### config.mk
export PLATFORM = sky130hd
export DESIGN_NAME = tkt_ctrl
export DESIGN_NICKNAME = d
export VERILOG_FILES = /design/src/sv/tkt_pkg.sv /design/src/sv/tkt_ctrl.sv
export SDC_FILE = /design/constraint.sdc
export NUM_CORES = 1
export LEC_CHECK = 0
export ABC_CLOCK_PERIOD_IN_PS = 9400
export BUFFER_PORTS_ARGS = -buffer_cell sky130_fd_sc_hd__buf_2
export CAP_MARGIN = 20
export CORE_ASPECT_RATIO = 1.4
export CORE_MARGIN = 5
export CORE_UTILIZATION = 49
export DETAILED_ROUTE_END_ITERATION = 6
export PLACE_DENSITY_LB_ADDON = 0.05
export REMOVE_ABC_BUFFERS = 1
export SLEW_MARGIN = 25
export SYNTH_ARGS = -nofsm -noshare
export SYNTH_HDL_FRONTEND = slang
export SYNTH_SLANG_ARGS = --single-unit
### constraint.sdc
create_clock -name clock -period 9.4 [get_ports clock]
set_input_delay 0.94 -clock clock [delete_from_list [all_inputs] [get_ports clock]]
set_output_delay 0.94 -clock clock [all_outputs]
set_load 0.005 [all_outputs]
### src/sv/tkt_pkg.sv
// ----------------------------------------------------------------------------
// tkt_pkg: shared definitions for the top-K largest value tracker
// Field widths, register map, default sizes and the codes that the
// controller sends along the row of sorting cells.
// ----------------------------------------------------------------------------
package tkt_pkg;

   // Default sizes of the retained set and of one stored value.
   localparam int DEF_MAX_ENTRIES = 64;
   localparam int DEF_VALUE_WIDTH = 32;

   // Fixed port field widths.
   localparam int IN_VALUE_W = 32;
   localparam int MIN_KEPT_W = 32;
   localparam int KEPT_CNT_W = 7;
   localparam int CAP_W      = 7;

   // Configuration port.
   localparam int CSR_DATA_W = 32;
   localparam int CSR_ADDR_W = 3;

   // Register index codes, taken from the word address bit.
   localparam logic CSR_IDX_CAPACITY = 1'b0;

   localparam logic [CAP_W-1:0] CAPACITY_RESET = 7'd64;

   // Command that every cell of the row executes in a given cycle.
   typedef enum logic [1:0] {
      OP_HOLD     = 2'b00,
      OP_SHIFT_DN = 2'b01,
      OP_INSERT   = 2'b10,
      OP_REPLACE  = 2'b11
   } cell_op_type;

   // Controller sequence.
   typedef enum logic [2:0] {
      ST_IDLE = 3'b001,
      ST_WORK = 3'b010,
      ST_RESP = 3'b100
   } state_type;

   // What the controller needs to know about the smallest kept entry.
   typedef struct packed {
      logic valid;
      logic below;
   } root_status_type;

endpackage

### src/sv/tkt_ctrl.sv
// ----------------------------------------------------------------------------
// tkt_ctrl: request sequencer of the top-K tracker
// Takes a request, trims the kept set down to the capacity, issues the
// insert or replace command to the row and returns the summary result.
// ----------------------------------------------------------------------------
module tkt_ctrl
   import tkt_pkg::*;
#(
   parameter int MAX_ENTRIES = DEF_MAX_ENTRIES,
   parameter int VALUE_WIDTH = DEF_VALUE_WIDTH,
   localparam int CNT_W      = $clog2(MAX_ENTRIES + 1)
) (
   input  logic                   clock,
   input  logic                   reset,
   input  logic                   start,
   output logic                   busy,
   input  logic [IN_VALUE_W-1:0]  req_value,
   input  logic [CNT_W-1:0]       eff_cap_i,
   input  root_status_type        root_i,
   input  logic [VALUE_WIDTH-1:0] root_val_i,
   output cell_op_type            op_o,
   output logic [VALUE_WIDTH-1:0] value_o,
   output logic [CNT_W-1:0]       count_o,
   output logic                   rsp_valid,
   output logic [MIN_KEPT_W-1:0]  rsp_min_kept,
   output logic [KEPT_CNT_W-1:0]  rsp_kept_count,
   output logic                   rsp_is_empty
);

   state_type              state_ff, state_in;
   logic [VALUE_WIDTH-1:0] value_ff, value_in;
   logic [CNT_W-1:0]       count_ff, count_in;
   logic                   rsp_valid_ff, rsp_valid_in;
   logic [MIN_KEPT_W-1:0]  rsp_min_ff, rsp_min_in;
   logic [KEPT_CNT_W-1:0]  rsp_cnt_ff, rsp_cnt_in;
   logic                   rsp_empty_ff, rsp_empty_in;
   cell_op_type            op;

   always_comb begin
      state_in     = state_ff;
      value_in     = value_ff;
      count_in     = count_ff;
      rsp_valid_in = 1'b0;
      rsp_min_in   = rsp_min_ff;
      rsp_cnt_in   = rsp_cnt_ff;
      rsp_empty_in = rsp_empty_ff;
      op           = OP_HOLD;
      unique case (state_ff)
         ST_IDLE: begin
            if (start) begin
               value_in = VALUE_WIDTH'(req_value);
               state_in = ST_WORK;
            end
         end
         ST_WORK: begin
            if (count_ff > eff_cap_i) begin
               // Capacity was lowered: drop the smallest entry this cycle.
               op       = OP_SHIFT_DN;
               count_in = count_ff - CNT_W'(1);
            end else if (count_ff < eff_cap_i) begin
               op       = OP_INSERT;
               count_in = count_ff + CNT_W'(1);
               state_in = ST_RESP;
            end else begin
               op       = root_i.below ? OP_REPLACE : OP_HOLD;
               state_in = ST_RESP;
            end
         end
         ST_RESP: begin
            rsp_valid_in = 1'b1;
            rsp_min_in   = root_i.valid ? MIN_KEPT_W'(root_val_i) : '0;
            rsp_cnt_in   = KEPT_CNT_W'(count_ff);
            rsp_empty_in = (count_ff == '0);
            state_in     = ST_IDLE;
         end
         default: begin
            state_in = ST_IDLE;
         end
      endcase
   end

   always_ff @(posedge clock) begin
      if (reset) begin
         state_ff     <= ST_IDLE;
         count_ff     <= '0;
         rsp_valid_ff <= 1'b0;
      end else begin
         state_ff     <= state_in;
         count_ff     <= count_in;
         rsp_valid_ff <= rsp_valid_in;
      end
      value_ff     <= value_in;
      rsp_min_ff   <= rsp_min_in;
      rsp_cnt_ff   <= rsp_cnt_in;
      rsp_empty_ff <= rsp_empty_in;
   end

   assign busy           = (state_ff != ST_IDLE);
   assign op_o           = op;
   assign value_o        = value_ff;
   assign count_o        = count_ff;
   assign rsp_valid      = rsp_valid_ff;
   assign rsp_min_kept   = rsp_min_ff;
   assign rsp_kept_count = rsp_cnt_ff;
   assign rsp_is_empty   = rsp_empty_ff;

endmodule

# Yosys cells after proc, flatten, opt, wreduce, memory -nomap -nowiden

Index checks and enable logic that the tools add are counted.

Register bits after elaboration: 83
Output and inout port bits: 83
Word-level logic and storage cells: 32

Equal/unequal tests: 6
Mux-type cells: 10
Add/sub/neg operators: 2
Reduce and logical (&&, ||, !) cells: 5
Magnitude comparators: 2

Operators by type and width:

| cell                  | number |
|---|---|
| $mux W7               | 2 |
| $mux W2               | 4 |
| $add A7 B1 Y7 const B | 1 |
| $gt A7 B7 Y1          | 1 |
| $logic_not A7 Y1      | 1 |
| $lt A7 B7 Y1          | 1 |
| $sub A7 B1 Y7 const B | 1 |
| $mux W3               | 2 |
| $pmux W3 S2           | 1 |
| $reduce_and A2 Y1     | 3 |
| $ne A2 B2 Y1 const B  | 2 |
| $eq A3 B1 Y1 const B  | 1 |
| $eq A3 B2 Y1 const B  | 1 |
| $eq A3 B3 Y1 const B  | 1 |
| $ne A3 B1 Y1 const B  | 1 |
| $reduce_bool A2 Y1    | 1 |
| $mux W1               | 1 |

# Depth between registers and ports, before layout

Depth in word-level cells: 4
Gate-level depth with buffers: 13

# Worst setup path before layout

OpenSTA, ideal clock, no wires.

Kind: register to register
Start: register state_ff[2]
End: register rsp_empty_ff, in the netlist rsp_is_empty, enable pin
Library setup time: 0.497 ns
Path buffers: 0
Arrival time: 3.430 ns
Required time: 8.903 ns
Period minus slack after synthesis: 3.927 ns
Setup slack: 5.473 ns
Cell stages (with the launch flop): 2
Cell sequence: dfxtp_1 -> nor3b_1

Longest elaborated chain between the ends: 1

RTL lines:

| what                   | RTL line       | source |
|---|---|---|
| start, declared        | tkt_ctrl.sv:30 | `state_type state_ff, state_in;` |
| start signal, assigned | tkt_ctrl.sv:88 | `state_ff <= state_in;` |
| $eq A3 B3 Y1           | tkt_ctrl.sv:48 | `unique case (state_ff)` |
| end signal, assigned   | tkt_ctrl.sv:95 | `rsp_empty_ff <= rsp_empty_in;` |
| end, declared          | tkt_ctrl.sv:36 | `logic rsp_empty_ff, rsp_empty_in;` |

Every way passes these cells.
A chain may end at the register's enable or synchronous reset.

# Final worst setup path

Start: input eff_cap_i[6]
End: output op_o[0]

Longest elaborated chain between the ends: 4

RTL lines:

| what            | RTL line       | source |
|---|---|---|
| start, declared | tkt_ctrl.sv:18 | `input logic [CNT_W-1:0] eff_cap_i,` |
| $lt A7 B7 Y1    | tkt_ctrl.sv:60 | `end else if (count_ff < eff_cap_i) begin` |
| $mux W2         | tkt_ctrl.sv:60 |  |
| $mux W2 (*)     | tkt_ctrl.sv:56 | `if (count_ff > eff_cap_i) begin` |
| $mux W2 (*)     | tkt_ctrl.sv:48 |  |
| end, declared   | tkt_ctrl.sv:21 | `output cell_op_type op_o,` |

Mark *: on every way between the ends. The rest lies on a longest branch, timed or not.

==> metrics <==
commonest cells after routing, fill and taps aside=buf_2 (158), edfxtp_1 (72), and2_1 (33); hold buffers post-CTS=0; P_int=0.5617 mW; Area Growth Syn to Fin=33.41%; delay of the slowest critical-path stage=0.34 ns; Max Root-Sink Buffers=2; outcome=finished clean; post-synthesis async set-or-reset flop share=0%; setup ws final=6.079 ns; TritonRoute pass-1 iters=4; post-DR wirelength/cell=16.38 um; final worst path period share=35.33%; TritonCTS clock tree=built; All-Layer GR Usage=18.17%; Worst setup SP type=input pin; Post-Layout Cell Count=452; worst skew pair latency=0.34 ns; Ys Warns=0; WL final=7405 um; Psw=0.1549 mW; CTS Sinks=83; Clock Pin Slew Worst Setup and Hold Paths=0.08 ns; actual slew at the worst max-slew pin=0.5251 ns; worst path required time=8.46 ns; pre-CTS setup slack=5.844 ns; vias in the first global route=2182; GRT overflow=0; Critical-path top delay cell=a2111oi_0; Sw Ratio=21.62%; worst-path maximum fanout=3; Die X-Extent=78.72 um; Finished Core Util=66.23%; crit path DAT=2.38 ns; Unique masters post-synth=40; initial antenna violation count=0; dominant cells by area after synthesis=edfxtp_1 (67%), dfxtp_1 (6.8%), and2_1 (6.4%); H-tree lvl count=3; Combinational Power Share=6.6%; minimum clock period=3.321 ns; post-CTS resize count=0; Hold Vio Cnt, Final=0; sequential area share after synthesis=73.54%; via count=2211; Vias per Instance=4.892; row cnt=35; Fillers=513; clock root cell=clkbuf_8; Post-CTS Setup Inserts=0; Cell Chain, Critical Path=buf_2, inv_1, ha_1, nand4_2, o21ba_1, nor2_1, a2111oi_0, buf_2; Worst VDD drop=0.00008356 V; Residual DRC=0; number of flops mapped to enable cells by yosys=72; Reg power frac=57.9%; Mean Syn Cell Area=15.65 um^2; ys flop type=edfxtp_1; largest net degree at the start of global routing=42; Num CTS Buffers=9; antenna fix cells=0; unrepaired setup endpoints after global routing=no; top cell type's share of synthesized area=66.74%; die height=106.2 um; Antenna Nets Post-Route=0; critical path class=in -> out; share of cells above drive strength 1=48.41%; hold crit path type=reg -> reg; MaxCap Viol Count=0; clock share of power=35.4%; Slew headroom=64.99%; commonest non-fill, non-tap cell in the layout=buf_2; synthesized flop and latch total=83; critical path endpoint category=output port; Nets=462; setup TNS=0 ns; Core Footprint=6525 um^2; cell mode on critical path=buf_2; dominant cell type by area after synthesis=edfxtp_1; Mapped Area=3239 um^2; initial DRC count=118; P per Cell Area=165.8 nW/um^2; hpwl dp=5634 um; Slew Limit Fails=0; full die area=8360 um^2; Leak=1.944 nW; PortBufs=158; placer congestion estimate=0.7471; Max Clock Freq=0.3011 GHz; Final setup viols=0; I/O pin cnt=159; first-pass GRT wire length=11430 um; Clock Skew=0.01206 ns; Initial Util=49.65%; Cells after Synth=207; placed cell count=436
power groups by stage:
stage | registers (mW) | clock network [mW] | logic (mW)
CTS | 0.415 | 0.262 | 0.0485
global placement | 0.424 | 0 | 0.0471
detailed placement | 0.424 | 0 | 0.0482
floorplan | 0.426 | 0 | 0.0151
global route | 0.417 | 0.279 | 0.0532
finish | 0.415 | 0.254 | 0.0475
critical path: cells and delay by family:
kind | cells | cell delay [ns]
compound gates | 2 | 0.62
fa+ha+maj | 1 | 0.32
buf+inv | 3 | 0.29
simple gates | 2 | 0.21
cells by family after synthesis:
family / Yosys count / synth area share (%)
AO/OA/AOI/OAI: 25 / 5.523
AND/OR/NAND/NOR: 62 / 11.28
XOR/XNOR: 5 / 1.352
multiplexers: 4 / 1.236
buffers and inverters: 15 / 1.815
adder cells (fa/ha/maj): 13 / 5.253
flip-flops: 83 / 73.54
routing by layer:
| metal | GRT usage, % | up-vias | share of wire [%] |
|---|---|---|---|
| met3 | 5.678 | 15 | 8.2 |
| met4 | 7.250 | 0 | 2.2 |
| met2 | 31.96 | 98 | 53 |
| li1 | - | 1085 | - |
| met5 | 0 | - | 0 |
| met1 | 20.18 | 1013 | 36 |
state kept, by name (all words and copies together), names as in the netlist:
name            cells
rsp_valid           1
state_ff            3
rsp_min_kept       32
count_o             7
value_o            32
rsp_kept_count      7
rsp_is_empty        1
final cells by class:
type / count / area [um^2] / share of cell area [%]
multi-input cells: 109 / 805.8 / 18.65
inverters: 10 / 37.54 / 0.8686
repair buffers: 160 / 805.8 / 18.65
well taps: 74 / 92.59 / 2.142
clock inverters: 7 / 73.82 / 1.708
clock buffers: 9 / 123.9 / 2.866
flip-flops and latches: 83 / 2382 / 55.12
cells in the mapped netlist (2+ instances only):
master and n:
a211oi_1 2, a21o_1 2, a21oi_1 8, and2_1 33, buf_2 2, clkbuf_1 3, dfxtp_1 11, edfxtp_1 72
ha_1 12, inv_1 10, mux2i_1 4, nand2_1 2, nor2_1 12, nor2b_1 2, nor4_1 2, o21ai_0 3
xnor2_1 4
final timing paths:
kind	start	end	slack (ns)	cells past startpoint
min	count_o[6]	rsp_kept_count[6]	0.56	0
min reg2reg	count_o[6]	rsp_kept_count[6]	0.56	0
max reg2reg	count_o[0]	count_o[6]	6.41	13
max	eff_cap_i[6]	op_o[0]	6.08	8
per-stage QoR:
step                      hold WS [ns]  cell area, um^2  power, mW
after floorplan                 0.5016             3218     0.4409
after global placement          0.5509             4124     0.4707
after detailed placement        0.5502             4124     0.4721
after CTS                       0.5560             4322     0.7258
after global routing            0.5720             4322     0.7489
final                           0.5563             4322     0.7166
Note: power is estimated with default switching activity, not from simulation.
