## src/sv/tkt_pkg.sv

```systemverilog
// ----------------------------------------------------------------------------
// tkt_pkg: shared definitions for the top-K largest value tracker
// Field widths, register map, default sizes and the codes that the
// controller sends along the row of sorting cells.
// ----------------------------------------------------------------------------
package tkt_pkg;

   // Default sizes of the retained set and of one stored value.
   localparam int DEF_MAX_ENTRIES = 64;
   localparam int DEF_VALUE_WIDTH = 32;

   // Fixed port field widths.
   localparam int IN_VALUE_W = 32;
   localparam int MIN_KEPT_W = 32;
   localparam int KEPT_CNT_W = 7;
   localparam int CAP_W      = 7;

   // Configuration port.
   localparam int CSR_DATA_W = 32;
   localparam int CSR_ADDR_W = 3;

   // Register index codes, taken from the word address bit.
   localparam logic CSR_IDX_CAPACITY = 1'b0;

   localparam logic [CAP_W-1:0] CAPACITY_RESET = 7'd64;

   // Command that every cell of the row executes in a given cycle.
   typedef enum logic [1:0] {
      OP_HOLD     = 2'b00,
      OP_SHIFT_DN = 2'b01,
      OP_INSERT   = 2'b10,
      OP_REPLACE  = 2'b11
   } cell_op_type;

   // Controller sequence.
   typedef enum logic [2:0] {
      ST_IDLE = 3'b001,
      ST_WORK = 3'b010,
      ST_RESP = 3'b100
   } state_type;

   // What the controller needs to know about the smallest kept entry.
   typedef struct packed {
      logic valid;
      logic below;
   } root_status_type;

endpackage

```

## src/sv/tkt_cell.sv

```systemverilog
// ----------------------------------------------------------------------------
// tkt_cell: one slot of the sorted row of kept values
// Holds one value and its valid bit. The row is kept in ascending order
// with valid slots first, so every slot decides its next content from its
// own value, its two neighbors and the broadcast offered value.
// ----------------------------------------------------------------------------
module tkt_cell
   import tkt_pkg::*;
#(
   parameter int VALUE_WIDTH = DEF_VALUE_WIDTH
) (
   input  logic                   clock,
   input  logic                   reset,
   input  cell_op_type            op_i,
   input  logic [VALUE_WIDTH-1:0] value_i,
   input  logic [VALUE_WIDTH-1:0] prev_val_i,
   input  logic                   prev_valid_i,
   input  logic                   prev_le_i,
   input  logic [VALUE_WIDTH-1:0] next_val_i,
   input  logic                   next_valid_i,
   input  logic                   next_lt_i,
   output logic [VALUE_WIDTH-1:0] val_o,
   output logic                   valid_o,
   output logic                   le_o,
   output logic                   lt_o
);

   logic [VALUE_WIDTH-1:0] val_ff, val_in;
   logic                   valid_ff, valid_in;
   logic                   le, lt;

   assign le = valid_ff && (val_ff <= value_i);
   assign lt = valid_ff && (val_ff < value_i);

   always_comb begin
      val_in   = val_ff;
      valid_in = valid_ff;
      unique case (op_i)
         OP_HOLD: begin
         end
         OP_SHIFT_DN: begin
            val_in   = next_val_i;
            valid_in = next_valid_i;
         end
         OP_INSERT: begin
            // Slots at or below the new value stay, the first larger one
            // takes it and the rest move up by one place.
            if (!le) begin
               if (prev_le_i) begin
                  val_in   = value_i;
                  valid_in = 1'b1;
               end else begin
                  val_in   = prev_val_i;
                  valid_in = prev_valid_i;
               end
            end
         end
         OP_REPLACE: begin
            // The smallest entry drops out and the new value slides into
            // its sorted place; the count is unchanged.
            if (next_lt_i) begin
               val_in = next_val_i;
            end else if (lt) begin
               val_in = value_i;
            end
         end
         default: begin
         end
      endcase
   end

   always_ff @(posedge clock) begin
      if (reset) begin
         valid_ff <= 1'b0;
      end else begin
         valid_ff <= valid_in;
      end
      val_ff <= val_in;
   end

   assign val_o   = val_ff;
   assign valid_o = valid_ff;
   assign le_o    = le;
   assign lt_o    = lt;

endmodule

```

## config.mk

```make
export PLATFORM = sky130hd
export DESIGN_NAME = tkt_cell
export DESIGN_NICKNAME = d
export VERILOG_FILES = /design/src/sv/tkt_pkg.sv /design/src/sv/tkt_cell.sv
export SDC_FILE = /design/constraint.sdc
export NUM_CORES = 1
export LEC_CHECK = 0
export ABC_AREA = 1
export BUFFER_PORTS_ARGS = -buffer_cell sky130_fd_sc_hd__buf_2
export CAP_MARGIN = 15
export CORE_ASPECT_RATIO = 0.7
export CORE_UTILIZATION = 43
export CTS_CLUSTER_SIZE = 40
export DETAILED_ROUTE_END_ITERATION = 12
export PLACE_DENSITY = 0.76
export REMOVE_ABC_BUFFERS = 1
export SLEW_MARGIN = 20
export SYNTH_ARGS = -nofsm -noshare
export SYNTH_HDL_FRONTEND = slang
export SYNTH_SLANG_ARGS = --single-unit
```

## constraint.sdc

```tcl
create_clock -name clock -period 9.3 [get_ports clock]
set_input_delay 0.93 -clock clock [delete_from_list [all_inputs] [get_ports clock]]
set_output_delay 0.93 -clock clock [all_outputs]
set_load 0.005 [all_outputs]
```

# == Word level (Yosys, flattened, before mapping) ==
# Index checks and enable logic that the tools add are counted.
# totals
in_bits,104
out_inout_bits,35
register_bits,33
wordCells,23
# op_classes
magnitude_cmp,2
n_eq_ne,5
n_reduce_logical,6
muxes,8
# ops
op,count
$mux 32,4
$pmux 32 s3,1
$le 32x32->1,1
$lt 32x32->1,1
$eq 2x2->1 const B,2
$ne 3x3->1 const B,1
$reduce_and 3->1,1
$reduce_bool 3->1,1
$eq 2x1->1 const B,1
$logic_and 1x1->1,2
$mux 1,2
$ne 2x2->1 const B,1
$pmux 1 s2,1
$reduce_and 2->1,1
$reduce_bool 2->1,1

# == Depth between registers and ports, before layout ==
# Gate-level depths: netlist (run 1).
# logic_depth
ltp_word,5
ltp_mapped,16
depth_no_buf,16

# == Worst setup path after synthesis (run 1) ==
# No wires, ideal clock.
# synth_timing
path_kind,input to register
startpoint,input value_i[15]
endpoint,"register val_ff[0], in the netlist val_o[0] (enable)"
cell_stages,13
n_path_buf,0
required_time_ns,8.884
setup_ns,0.416
t_arrival_ns,3.224
setup_slack_ns,5.660
cell_sequence,inv_1 ha_1 nand2_2 nor2_4 nand2_2 nor2_4 nand2_1 nand4_1 nand2_1 nand2_2 nand2_2 nand2_2 nor3b_2
# synth_between
elab_chain_cells,4
word_cells_on_any_way,7
classes_between,2 x order compare; 2 x eq/ne; 3 x reduce/logical
# synth_rtl
item,line,text
from (decl),tkt_cell.sv:15,"input logic [VALUE_WIDTH-1:0] value_i,"
$le 32x32->1,tkt_cell.sv:32,assign le = valid_ff && (val_ff <= value_i);
$logic_and 1x1->1,tkt_cell.sv:32,
via le_o,tkt_cell.sv:24,"output logic le_o,"
$ne 2x2->1 (no source line),--,
$reduce_and 3->1 (no source line),--,
to (signal assigned),tkt_cell.sv:78,val_ff <= val_in;
to (decl),tkt_cell.sv:28,"logic [VALUE_WIDTH-1:0] val_ff, val_in;"
# The timed path passes the listed nets, and every way through them passes these cells.
# A chain may end at the register's enable or synchronous reset.

# == Worst setup path after layout (run 1) ==
# layout_timing
startpoint,input value_i[15]
endpoint,"register val_ff[4], in the netlist val_o[4] (enable)"
# layout_between
elab_chain_cells,4
word_cells_on_any_way,7
classes_between,2 x order compare; 2 x eq/ne; 3 x reduce/logical
# layout_rtl
item,line
$lt 32x32->1 or $le 32x32->1 (tied branches),"tkt_cell.sv:33, tkt_cell.sv:32"
$logic_and 1x1->1 (on tied branches),"tkt_cell.sv:33, tkt_cell.sv:32"
$ne 3x3->1 (no source line) or $ne 2x2->1 (tied branches),--
$reduce_and 3->1 (no source line) (*),--
# Mark *: on every way between the ends. The rest lies on a longest branch, timed or not.

==> results.py, run 1 <==
metrics = {
    "place": {
        "port_buffers": 138,
        "hpwlAfterDp_um": 5590,
        "pre_cts_ws_ns": 5.67,
        "place_area_um2": 3450,
        "gp_congestion": 0.743,
    },
    "global_route": {
        "antenna_found_initial": 0,
        "grt_pass1_vias": 2577,
        "gr-total-overflow": 0,
        "grt_max_degree": 37,
        "grt_usage": 0.230,
        "grt_pass1_wl_um": 12100,
    },
    "status": {
        "status": "finished, final reports clean",
    },
    "finish": {
        "diodes": 0,
        "area_growth_pct": 30.5,
        "design_area_um2": 3540,
        "multi_input_area_um2": 1480,
        "fillers": 582,
        "register_area_um2": 981,
        "drive_gt1_frac": 0.339,
        "nNetsFinal": 622,
    },
    "hold_path": {
        "whs_path_depth": 2,
        "min_to": "valid_o",
        "min-delay-path-class": "reg2reg",
        "hp-start": "valid_o",
    },
    "timing": {
        "setup_viol": 0,
        "worst_slack_ns": 6.02,
        "fmax_mhz": 305,
        "period_share": 0.352,
        "relSlewSlack": 0.297,
        "hold_viol_final": 0,
        "tightest_slew_ns": 1.05,
        "finalCriticalPeriod_ns": 3.28,
        "fin_worst_skew_ns": 0.00578,
        "rsz0062_at_grt": "no",
        "setup_tns_ns": 0,
        "final_max_slew_viol_count": 0,
    },
    "worst_setup_path": {
        "r2r_cells": 13,
        "crit_path_start": "value_i[15]",
        "crit_required_ns": 9.27,
        "cp-end-kind": "flop",
        "crit_arrival_ns": 3.24,
        "worstSetupStartpointType": "primary input",
        "worstPathMaxFanout": 17,
        "reg2reg_from": "val_o[15]",
        "reg2reg_slack_ns": 6.37,
        "crit_type": "in2reg",
        "r2r_end": "val_o[4]",
    },
    "floorplanning": {
        "placementRows": 23,
        "dieArea_um2": 6630,
        "start_util": 0.460,
        "dieHeight_um": 68.4,
        "die_x_um": 96.9,
        "ioPinCount": 139,
        "core_area_um2": 5900,
    },
    "routing": {
        "drtIter0Drc": 72,
        "wl_per_cell_um": 13.3,
        "wirelength_um": 7450,
        "postRouteAntennaNets": 0,
        "num_vias": 2809,
        "firstDrtPassIters": 5,
        "drc": 0,
        "viasPerCell": 5.03,
    },
    "power": {
        "peakVddDrop_v": 0.0000591,
        "leakagePower_nw": 1.93,
        "power.density_nw_per_um2": 126,
        "power_w": 0.000446,
    },
    "clock_tree": {
        "clkTransAtPathRegs_ns": 0.07,
        "ctsHoldBuffers": 0,
        "cts_buffers": 5,
        "ctsHtreeMaxLevel": 2,
        "cts_buffer_depth": 2,
        "cts_sinks": 33,
        "cts_tree": "built",
        "clock_latency_ns": 0.28,
        "cts_setup_buffers": 0,
        "cts_repair_resize_count": 0,
        "cts-root-buf": "clkbuf_8",
    },
    "flow_run": {
        "maxCapViolations": 0,
    },
    "synth": {
        "syn_area_um2": 2710,
        "synthCells": 351,
        "ys_ff_latch": 33,
        "synth_cell_types": 25,
        "ys_seq_area_frac": 0.362,
        "syn_avg_cell_area_um2": 7.72,
        "yosys_warnings": 0,
    },
}
==> flip-flops by register name (all words and copies together), names as in the netlist <==
| register | count |
|---|---|
| val_o | 32 |
| valid_o | 1 |
==> Yosys cell counts, drive strengths merged <==
cell type / number / area (µm²)
o21ai: 1 / 5.00
a21o: 1 / 7.51
ha: 35 / 438
inv: 50 / 188
nand2: 81 / 319
o22ai: 1 / 6.26
clkbuf: 11 / 51.3
nand3: 100 / 513
nand4: 2 / 12.5
o21a: 1 / 7.51
clkinv: 1 / 3.75
buf: 5 / 22.5
dfxtp: 1 / 20.0
edfxtp: 32 / 961
nor3b: 1 / 12.5
a21oi: 12 / 63.8
nor2: 16 / 80.1
==> kinds of logic after synthesis <==
group / after synthesis / share of synthesized area
buf+inv: 67 / 0.0978
compound gates: 16 / 0.0332
simple gates: 200 / 0.346
flops: 33 / 0.362
fa+ha+maj: 35 / 0.162
==> layout by cell type (no fill, tap or decap), types with 2 or more instances in the layout <==
| cell type | count |
|---|---|
| buf_2 | 138 |
| nand3_1 | 99 |
| nand2_1 | 73 |
| inv_1 | 48 |
| ha_1 | 35 |
| edfxtp_1 | 32 |
| nor2_1 | 12 |
| a21oi_1 | 11 |
| nand2_2 | 8 |
| clkbuf_8 | 5 |
| buf_4 | 3 |
| clkinv_1 | 2 |
| nor2_4 | 2 |
| nor2_2 | 2 |
| nand4_1 | 2 |
| clkinv_2 | 2 |
==> report_power, final <==
group	leakage (nW)	switching [W]	internal (W)	total [W]
clock network	0.0450	0.0000522	0.0000518	0.000104
registers	0.332	0.0000105	0.000187	0.000198
logic	1.55	0.0000799	0.0000639	0.000144
==> worst max-delay path by stage <==
stage / end / slack [ns] / depth (start not counted)
2_1_floorplan: val_o[0] / 5.64 / 13
3_3_place_gp: val_o[15] / 5.74 / 13
3_5_place_dp: val_o[14] / 5.67 / 15
4_1_cts: val_o[4] / 5.97 / 15
5_1_grt: val_o[4] / 5.73 / 13
6_report: val_o[4] / 6.02 / 15
==> layout make-up <==
cell class                      count  share of cell area
Clock inverter                      2             0.00283
Sequential cell                    33               0.277
Tap cell                           75              0.0265
Inverter                           51              0.0541
Timing Repair Buffer              141               0.202
Clock buffer                        6              0.0205
Multi-Input combinational cell    251               0.417
==> per-layer routing <==
| layer | share of wire | global-route usage | wire length [µm] |
|---|---|---|---|
| met5 | 0 | 0 | 0 |
| met3 | 0.077 | 0.0633 | 570 |
| met1 | 0.46 | 0.305 | 3440 |
| met2 | 0.45 | 0.379 | 3390 |
| met4 | 0.0062 | 0.0504 | 46 |
==> per-stage QoR <==
step / util / hold WS (ns) / std cells
after floorplan: - / 0.516 / 335
after global placement: 0.585 / 0.559 / 551
after detailed placement: 0.585 / 0.560 / 551
after CTS: 0.599 / 0.572 / 559
after global routing: 0.600 / 0.604 / 559
final: 0.600 / 0.582 / 559
==> critical path, cell delays in order <==
cell and delay, ns:
buf_2 0.09, inv_1 0.04, ha_1 0.30, nand2_2 0.09, nor2_4 0.12, nand2_2 0.08, nor2_4 0.08, nand2_1 0.06
nand4_1 0.07, nand2_1 0.06, nand2_2 0.08, nand2_2 0.07, nand2_2 0.07, nor3b_4 0.72, buf_4 0.39
(Power assumes the default switching activity.)
==> run 2: changes to the inputs <==
--- a/config.mk
+++ b/config.mk
@@ -5,14 +5,14 @@
 export SDC_FILE = /design/constraint.sdc
 export NUM_CORES = 1
 export LEC_CHECK = 0
-export ABC_AREA = 1
+export ABC_AREA = 0
 export BUFFER_PORTS_ARGS = -buffer_cell sky130_fd_sc_hd__buf_2
 export CAP_MARGIN = 15
 export CORE_ASPECT_RATIO = 0.7
-export CORE_UTILIZATION = 43
+export CORE_UTILIZATION = 40
 export CTS_CLUSTER_SIZE = 40
 export DETAILED_ROUTE_END_ITERATION = 12
-export PLACE_DENSITY = 0.76
+export PLACE_DENSITY = 0.77
 export REMOVE_ABC_BUFFERS = 1
 export SLEW_MARGIN = 20
 export SYNTH_ARGS = -nofsm -noshare
==> constraint.sdc (replaced) <==
create_clock -name clock -period 2.7 [get_ports clock]
set_input_delay 0.27 -clock clock [delete_from_list [all_inputs] [get_ports clock]]
set_output_delay 0.27 -clock clock [all_outputs]
set_load 0.005 [all_outputs]
==> run 2 against run 1 <==
  * Cell count is 14% lower
  * Utilization is 4.6 points higher
  * Setup slack worse by 6.0 ns
  * Register-to-register slack worse by 6.4 ns
  * Clock power grew to 3.5 times the previous value
  * First-iteration DRC count grew to 2.9 times the previous value
  * Cell area is 6.2% higher
  * Die area is 3.1% lower
  * Clock skew is 0.00070 ns lower
  * Clock-buffer cell count stayed put
  * Worst hold slack worse by 0.30 ns
==> results.py, run 2 <==
metrics = {
    "timing": {
        "period_share": 1.00,
        "fin_worst_skew_ns": 0.00507,
        "finalCriticalPeriod_ns": 2.70,
        "rsz0062_at_grt": "yes",
        "fmax_mhz": 371,
        "relSlewSlack": 0.468,
        "tightest_slew_ns": 0.797,
        "setup_tns_ns": 0,
        "final_max_slew_viol_count": 0,
        "worst_slack_ns": 0.00131,
        "hold_viol_final": 0,
        "setup_viol": 0,
        "timing.hold.ws_ns": 0.281,
    },
    "floorplanning": {
        "dieHeight_um": 67.4,
        "start_util": 0.420,
        "ioPinCount": 139,
        "placementRows": 23,
        "core_area_um2": 5810,
        "die_x_um": 95.4,
        "dieArea_um2": 6420,
    },
    "clock_tree": {
        "cts_sinks": 33,
        "cts_tree": "built",
        "cts_buffers": 5,
        "clock_latency_ns": 0.28,
        "clkTransAtPathRegs_ns": 0.07,
        "cts-root-buf": "clkbuf_8",
        "ctsHtreeMaxLevel": 2,
        "cts_buffer_depth": 2,
        "ctsHoldBuffers": 0,
    },
    "synth": {
        "synth_area_leaders": "edfxtp_1, ha_1, a222oi_1, inv_1, nand4_1",
        "ys.flop_type": "edfxtp_1",
        "synth_cell_types": 36,
        "netlist.area_leader.share": 0.394,
        "ys_ff_latch": 33,
        "ys_seq_area_frac": 0.402,
        "yosys_warnings": 0,
        "yosysTopAreaCell": "edfxtp_1",
        "syn_avg_cell_area_um2": 10.1,
        "synthCells": 242,
        "syn_area_um2": 2440,
        "post-synth-top-count-cell": "inv_1",
        "synth_edf_count": 32,
        "netlist_top_cells_count": "inv_1, ha_1, a222oi_1, edfxtp_1, a21oi_1",
        "async_flop_share": 0,
    },
    "global_route": {
        "grt_usage": 0.226,
        "grt_max_degree": 19,
        "grt_pass1_vias": 2347,
        "gr-total-overflow": 0,
        "grt_pass1_wl_um": 10900,
        "antenna_found_initial": 0,
    },
    "routing": {
        "drc": 0,
        "num_vias": 2538,
        "drtIter0Drc": 208,
        "wl_per_cell_um": 15.5,
        "viasPerCell": 5.31,
        "firstDrtPassIters": 8,
        "postRouteAntennaNets": 0,
        "wirelength_um": 7400,
    },
    "finish": {
        "largest_reg_flops": 32,
        "final_common_cell": "buf_2",
        "area_growth_pct": 53.9,
        "drive_gt1_frac": 0.494,
        "nNetsFinal": 541,
        "final_cell_mix": "buf_2, inv_1, a222oi_1, edfxtp_1",
        "fin_util": 0.646,
        "design_area_um2": 3760,
        "diodes": 0,
    },
    "worst_setup_path": {
        "crit_required_ns": 2.69,
        "crit_family": "buffers and inverters",
        "cp-end-kind": "flop",
        "path_buf_inv": 4,
        "critical_path.max_stage_delay_ns": 0.44,
        "cpMostUsedCell": "buf_4",
        "reg2reg_slack_ns": 0.001,
        "crit_arrival_ns": 2.69,
        "worstPathMaxFanout": 8,
        "crit_path_cell_trace": "ha_4 -> nand4_1 -> buf_4 -> nor4_4 -> buf_4 -> o41a_1 -> o21bai_4 -> a211oi_4 -> buf_6 -> buf_8",
        "crit_type": "reg2reg",
        "critical_path.slowest_cell": "edfxtp_1",
        "worstSetupStartpointType": "flop",
        "worstSetupPathDepth": 10,
        "r2r_cells": 10,
    },
    "power": {
        "peakVddDrop_v": 0.000298,
        "power.density_nw_per_um2": 449,
        "leakagePower_nw": 1.95,
    },
    "hold_path": {
        "whs_path_depth": 3,
        "min-delay-path-class": "in2reg",
    },
    "place": {
        "place_area_um2": 3330,
        "port_buffers": 138,
        "gp_congestion": 0.842,
        "pre_cts_ws_ns": -0.0781,
        "hpwlAfterDp_um": 5670,
    },
    "flow_run": {
        "maxCapViolations": 0,
    },
    "status": {
        "status": "finished, final reports clean",
    },
}
==> run 2: worst reg2reg max path, stage by stage (launching register included) <==
cell,delay (ns)
edfxtp_1,0.44
ha_4,0.30
nand4_1,0.14
buf_4,0.19
nor4_4,0.25
buf_4,0.16
o41a_1,0.26
o21bai_4,0.12
a211oi_4,0.24
buf_6,0.16
buf_8,0.14
==> run 2: per-stage QoR <==
stage / instances / power (W)
after global placement: 461 / 0.00120
after CTS: 478 / 0.00163
final: 478 / 0.00169
after floorplan: 231 / 0.000953
after detailed placement: 461 / 0.00122
after global routing: 478 / 0.00179
==> run 2: routing by layer <==
metal | vias up | global-route usage | share of wire
li1 | 1242 | - | -
met1 | 1181 | 0.300 | 0.46
met2 | 103 | 0.377 | 0.46
met3 | 12 | 0.0484 | 0.061
met4 | 0 | 0.0560 | 0.015
met5 | - | 0 | 0
==> run 2: layout make-up <==
type,count,area (µm²)
sequential,33,981
fill,515,2060
multi-input combinational,129,1410
clock buffer,6,72.6
clock inverter,2,10.0
inverter,69,259
timing repair buffer,164,926
tap,75,93.8
==> run 2: path summary, 6_finish.rpt <==
path,startpoint,endpoint
worst min register to register,valid_o,valid_o
worst max register to register,val_o[27],val_o[13]
worst min-delay path,value_i[10],val_o[10]
worst max-delay path,val_o[27],val_o[13]
==> run 2: cells by family (layout without fill, tap and decap cells) <==
| group | after synthesis | in the layout | synth area share |
|---|---|---|---|
| AOI/OAI and AO/OA | 66 | 66 | 0.231 |
| adders and majority gates | 35 | 35 | 0.179 |
| buffers and inverters | 80 | 241 | 0.123 |
| DFF | 33 | 33 | 0.402 |
| and+or+nand+nor | 28 | 28 | 0.0646 |
==> run 2: timing repair <==
item	CTS	global route
cloned	2	0
buffers inserted	7	2
gates resized for setup	16	23
setup endpoints to repair	34	34
pin swaps	10	13
endpoints found under the hold margin	0	0
==> run 2: where the power goes <==
group          leakage [nW]  total (W)  switching (W)  internal (W)
combinational          1.57   0.000621       0.000294      0.000326
clock                0.0450   0.000360       0.000181      0.000179
sequential            0.335   0.000705      0.0000514      0.000654
